<file path="src/rtl/salc_pkg.sv">
// ============================================================================
// salc_pkg
// Shared types, codes and constants of the tag-only LRU cache model.
// ============================================================================
package salc_pkg;

    // Defaults of the geometry
    localparam int SETS_DEF = 256;
    localparam int WAYS_DEF = 8;

    // Line fields
    localparam int TAG_W = 30;
    localparam int AGE_W = 3;
    localparam logic [AGE_W-1:0] AGE_MAX = 3'd7;

    // Traffic constants
    localparam logic [2:0]  OFF_MIN       = 3'd2;
    localparam logic [18:0] WT_WORD_BYTES = 19'd4;
    localparam logic [18:0] WB_CAP        = 19'h7FFFF;

    // Configuration port
    localparam int CFG_W     = 4;
    localparam int CFG_IDX_W = 2;
    localparam logic [CFG_IDX_W-1:0] CFG_OFFSET_BITS   = 2'd0;
    localparam logic [CFG_IDX_W-1:0] CFG_SET_BITS      = 2'd1;
    localparam logic [CFG_IDX_W-1:0] CFG_WAYS_LOG2     = 2'd2;
    localparam logic [CFG_IDX_W-1:0] CFG_WRITE_THROUGH = 2'd3;

    // Request opcodes
    localparam logic [1:0] OP_READ  = 2'd0;
    localparam logic [1:0] OP_WRITE = 2'd1;
    localparam logic [1:0] OP_DRAIN = 2'd2;
    localparam logic [1:0] OP_NONE  = 2'd3;

    typedef logic [3:0] way_t;

    typedef struct packed {
        logic [1:0]  opcode;
        logic [31:0] address;
    } in_t;

    typedef struct packed {
        logic        hit;
        logic [2:0]  way_used;
        logic        dirty_evicted;
        logic [7:0]  read_bytes;
        logic [18:0] write_bytes;
        logic [31:0] hit_total;
        logic [31:0] miss_total;
    } out_t;

    typedef struct packed {
        logic             valid;
        logic             dirty;
        logic [AGE_W-1:0] age;
        logic [TAG_W-1:0] tag;
    } line_t;

    // Outcome of a scan over the ways of one set
    typedef struct packed {
        logic found;
        way_t hit_way;
        logic inv_found;
        way_t inv_way;
        way_t vic_way;
    } scan_t;

    function automatic logic [31:0] sat_inc(input logic [31:0] v);
        sat_inc = (v == 32'hFFFF_FFFF) ? v : v + 32'd1;
    endfunction

endpackage

</file>
<file path="src/rtl/salc_scan.sv">
// ============================================================================
// salc_scan
// Shared way scanner: looks at one way per cycle while en is high and keeps
// the tag match, the first invalid way and the oldest way seen so far.
// ============================================================================
module salc_scan (
    input  logic                         clk,
    input  logic                         rst_n,
    input  logic                         clear,
    input  logic                         en,
    input  salc_pkg::way_t               way,
    input  salc_pkg::line_t              line,
    input  logic [salc_pkg::TAG_W-1:0]   tag,
    output salc_pkg::scan_t              res
);
    import salc_pkg::*;

    scan_t            res_reg;
    scan_t            res_next;
    logic [AGE_W-1:0] high_reg;
    logic [AGE_W-1:0] high_next;

    // Fold one way into the running result
    always_comb
    begin
        res_next  = res_reg;
        high_next = high_reg;
        if (clear)
        begin
            res_next  = '0;
            high_next = '0;
        end
        else if (en)
        begin
            if (!res_reg.found && line.valid && (line.tag == tag))
            begin
                res_next.found   = 1'b1;
                res_next.hit_way = way;
            end
            if (!res_reg.inv_found && !line.valid)
            begin
                res_next.inv_found = 1'b1;
                res_next.inv_way   = way;
            end
            if (line.age > high_reg)
            begin
                high_next        = line.age;
                res_next.vic_way = way;
            end
        end
    end

    always_ff @(posedge clk or negedge rst_n)
    begin
        if (!rst_n)
        begin
            res_reg  <= '0;
            high_reg <= '0;
        end
        else
        begin
            res_reg  <= res_next;
            high_reg <= high_next;
        end
    end

    assign res = res_reg;

endmodule

</file>
<file path="config.mk">
export PLATFORM = sky130hd
export DESIGN_NAME = salc_scan
export DESIGN_NICKNAME = d
export VERILOG_FILES = /design/src/rtl/salc_pkg.sv /design/src/rtl/salc_scan.sv
export SDC_FILE = /design/constraint.sdc
export NUM_CORES = 1
export LEC_CHECK = 0
export BUFFER_PORTS_ARGS = -buffer_cell sky130_fd_sc_hd__buf_2
export CAP_MARGIN = 30
export CORE_MARGIN = 10
export CORE_UTILIZATION = 36
export DETAILED_ROUTE_END_ITERATION = 16
export PLACE_DENSITY = 0.83
export SYNTH_ARGS = -nofsm -noshare
export SYNTH_HDL_FRONTEND = slang
export SYNTH_SLANG_ARGS = --single-unit
export TNS_END_PERCENT = 10
</file>
<file path="constraint.sdc">
create_clock -name clk -period 1.57 [get_ports clk]
set_input_delay 0.0785 -clock clk [delete_from_list [all_inputs] [get_ports clk]]
set_output_delay 0.0785 -clock clk [all_outputs]
set_load 0.03 [all_outputs]
</file>
Yosys cells after proc, flatten, opt, wreduce, memory -nomap -nowiden

Index checks and enable logic that the tools add are counted.

Register bits: 17
Bits in latches: 0
Bits in writable memories: 0
Bits in read-only memories: 0
Bits of input ports: 73
Output and inout bits: 14
Logic and storage cells: 29
Memories: 0

$add $sub $neg: 0
Multiply operators: 0
Divide/modulo/power cells: 0
Order comparisons: 1
Eq/ne operators: 1
Shift operators: 0
Mux-type cells: 8
Bitwise logic cells: 0
Reductions and logical operators: 13

Operator list:

| operator                      | count |
|---|---|
| 30-bit equality test          | 1 |
| 14-bit 2-to-1 mux             | 2 |
| 5-bit 2-to-1 mux              | 2 |
| 3-bit 2-to-1 mux              | 3 |
| 2-bit nonzero test            | 4 |
| 2-bit AND reduction           | 3 |
| 4-bit 2-to-1 mux              | 1 |
| 3-bit greater-than comparator | 1 |
| 1-bit logical AND             | 3 |
| 1-bit logical NOT             | 3 |

Logic depth before layout (Yosys ltp)

Word-level depth: 6
Gate-level depth with buffers: 7

Least setup slack after synthesis

Ideal clock, no wire load.

Kind: register -> register
From: reg high_reg[1]
To: reg res_reg (netlist bit res[0])
Setup time: 0.132 ns
Data arrival time: 1.461 ns
Slack: -0.023 ns
Cell stages (with the launch flop): 8
Period minus slack after synthesis: 1.593 ns
Path through: dfrtp_1 -> inv_1 -> ha_1 -> nor2b_1 -> o21ai_0 -> a21oi_2 -> mux2i_1 -> nor2_1

Cells in the longest elaborated chain, start to end: 3

Ends and longest elaborated chain:

| what                                 | line            | source |
|---|---|---|
| start, declared                      | salc_scan.sv:20 | `logic [AGE_W-1:0] high_reg;` |
| start signal, assigned               | salc_scan.sv:63 | `high_reg <= high_next;` |
| 3-bit greater-than comparator        | salc_scan.sv:45 | `if (line.age > high_reg)` |
| 2-bit nonzero test (no source line)  | --              |  |
| 2-bit AND reduction (no source line) | --              |  |
| end signal, assigned                 | salc_scan.sv:62 | `res_reg <= res_next;` |
| end, declared                        | salc_scan.sv:18 | `scan_t res_reg;` |

No other way between the ends.
A chain may end at the register's enable or synchronous reset.

Final worst setup path

From: reg high_reg[1]
To: reg res_reg (netlist bit res[1])

Same word-level chain as after synthesis.

==> run_results.csv <==
group,metric,value,unit
outcome,outcome,"completed",
final_layout,final_cell_mix,"buf_2 (85), xor2_1 (20), dfrtp_1 (17)",
placed_design,hpwlAfterDp,3320,µm
worst_hold_path,hold_start,"line[32]",
yosys,avgSynthCellArea,10.2,µm²
setup_path,cpPeakStageDelay,0.37,ns
cts,clk_latency,0.29,ns
setup_path,worstSetupStartpointType,"register",
routing,drt_iter0_markers,25,
power,swShare,30.5,%
cts,cts.sinks,17,
die,die_x,76.2,µm
yosys,synth.top_cell.area_share,37.4,%
placed_design,place_congestion,0.839,
routing,via_per_inst,4.57,
flow_run,max-cap-violations,0,
yosys,ys_types,21,
timing,fmax,641,MHz
routing,routed_wl,3800,µm
power,p_leak,0.905,nW
yosys,synthesis.area,1140,µm²
placed_design,io_buffers,85,
setup_path,crit_fanout,7,
worst_hold_path,hp-class,"in2reg",
setup_path,worstSetupStartpoint,"high_reg[1]$_DFFE_PN0P_",
power,pwr-share-comb,33.4,%
cts,clk_pin_slew_worst_paths,0.11,ns
cts,cts_buffers,3,
timing,timing.final.hold_violations,0,
yosys,synthAdderAreaFrac,3.30,%
setup_path,crit_type,"reg2reg",
global_route,first_global_vias,1238,
timing,drv_slew,0,
setup_path,crit_arrival,1.72,ns
final_layout,largest_register_ffs,14,
final_layout,layout_commonest_cell,"buf_2",
yosys,synthCells,112,
yosys,yosys.area_share.simple,18.2,%
final_layout,nets,279,
yosys,ys_seq_elements,17,
yosys,synth_compound_area_share,2.53,%
yosys,synth_xor_area_share,23.1,%
global_route,grt_overflow,0,
die,rows,20,
global_route,grt_max_degree,22,
power,peakVddDrop,708,µV
yosys,syn_nets,188,
yosys,yosys-top-cells-area,"dfrtp_1 (37%), xor2_1 (15%), mux2i_1 (13%)",
placed_design,dp_slack,-0.00237,ns
timing,fin_worst_skew,0.0146,ns
power,power_density,614,nW/µm²
die,core,3050,µm²
setup_path,rrSetupSlack,0.01,ns
cts,cts.path.max_buffers,2,
setup_path,r2r_start,"high_reg[1]$_DFFE_PN0P_",
power,p_int,0.730,mW
power,p_total,1.05,mW
die,boundaryPins,87,
setup_path,crit_chain,"inv_2, ha_4, nor2b_4, o21ai_2, a21oi_4, buf_12, mux2i_1, nor2_1",
final_layout,num-fill-cells,276,
global_route,grt_util_all_layers,12.6,%
power,pwr-share-clk,22.0,%
final_layout,area_growth,50.4,%
timing,relSlewSlack,66.8,%
routing,drt-pass1-iter-count,4,
timing,rsz0062_at_grt,"true",
yosys,ys_warn_count,0,
final_layout,drive_gt1_share,49.5,%
timing,setup_viol,0,
cts,cts-root-buf,"clkbuf_4",
yosys,synthMuxAreaShare,13.2,%
power,pwr-share-seq,44.6,%
global_route,grt_pass1_wl,6130,µm
final_layout,diodes,0,
timing,tightest_slew,0.495,ns
setup_path,worstPathRequired,1.73,ns
yosys,synth_largest_area_cell,"dfrtp_1",
final_layout,final_area,1710,µm²
routing,antenna_left,0,
cts,cts_tree,"done",
setup_path,setup.worst_path.end_class,"register",
routing,drc,0,
timing,setup_ws,0.0102,ns
die,die_h,76.2,µm
setup_path,slowest_stage,"dfrtp_1",
cts,h-tree-depth,1,
routing,num_vias,1125,
yosys,ys_seq_area_share,37.4,%
routing,avgRoutedWirePerCell,15.4,µm
global_route,antenna_found_initial,0,
placed_design,postPlaceCellArea,1650,µm²
yosys,synth_top_family_by_area,"XOR/XNOR gates",
power,switchingPower,0.321,mW
timing,finalSetupTns,0,ns
timing,fin_crit,1.56,ns
die,initial_core_util,37.3,%
timing,final.period_utilization,99.4,%
die,die_area,5810,µm²
synthesized netlist by cell type, drive strengths merged:
cell type  number
nor4            5
a21oi           2
inv             5
nand2b          8
nand2           2
nand3           1
xnor2          10
nor3b           1
nor2           12
nor2b           1
xor2           20
dfrtp          17
o21ba           1
o21ai           1
ha              3
mux2i          15
clkbuf          2
nand4           4
nor3            2
through the flow:
step                      utilization, %  cells  hold slack (ns)
after floorplan                        -    112           -0.217
after global placement              53.9    241           0.0132
after detailed placement            53.9    241           0.0140
after CTS                           55.4    246           0.0480
after global routing                56.1    246           0.0545
final                               56.1    246           0.0486
final cells by class:
type	instances	area, µm²	area share, %
Clock inverter	1	5.00	0.292
Multi-Input combinational cell	88	723	42.2
Timing Repair Buffer	88	463	27.0
Sequential cell	17	425	24.8
Clock buffer	3	22.5	1.31
Inverter	5	18.8	1.10
Tap cell	44	55.1	3.21
metal layers:
| metal | part of all wire [%] | up-vias | GRT usage [%] | wire length [µm] |
|---|---|---|---|---|
| met4 | 0.13 | 0 | 2.79 | 5 |
| met3 | 10 | 2 | 5.31 | 386 |
| li1 | - | 554 | - | - |
| met1 | 45 | 498 | 15.1 | 1700 |
| met2 | 45 | 71 | 20.5 | 1700 |
| met5 | 0 | - | 0 | 0 |
critical path: cells and delay by family (launching register included):
family                   cells  cell delay, ns
buffers and inverters        2            0.19
AND/OR/NAND/NOR              2            0.18
multiplexers                 1            0.19
flip-flops                   1            0.37
AO/OA/AOI/OAI                2            0.24
adder cells (fa/ha/maj)      1            0.26
worst paths after layout:
kind | end | cells past startpoint
setup / recovery | res[1]$_DFFE_PN0P_ | 8
hold / removal | high_reg[2]$_DFFE_PN0P_ | 3
setup reg to reg | res[1]$_DFFE_PN0P_ | 8
hold reg to reg | res[7]$_DFFE_PN0P_ | 2
max in group asynchronous | res[3]$_DFFE_PN0P_ | 2
min in group asynchronous | res[4]$_DFFE_PN0P_ | 2
what timing repair did:
item | in CTS | in global routing
gates resized for setup | 2 | 4
setup endpoints to repair | 2 | 11
setup buffers | 0 | 0
pin swaps | 0 | 1
hold buffers | 1 | 0
hold endpoints to repair | 17 | 0
cells by family after synthesis:
family,after synthesis
AOI/OAI and AO/OA,4
xor gates and xnor gates,30
adders and majority gates,3
buffers and inverters,7
DFF,17
muxes,15
and+or+nand+nor,36
power by group through the flow:
stage                     Clock [mW]  Sequential [mW]  Combinational (mW)
after detailed placement           0            0.477               0.338
final                          0.231            0.468               0.351
after floorplan                    0            0.504               0.145
after global routing           0.265            0.471               0.387
after CTS                      0.234            0.468               0.346
after global placement             0            0.476               0.330
(Power assumes the default switching activity.)
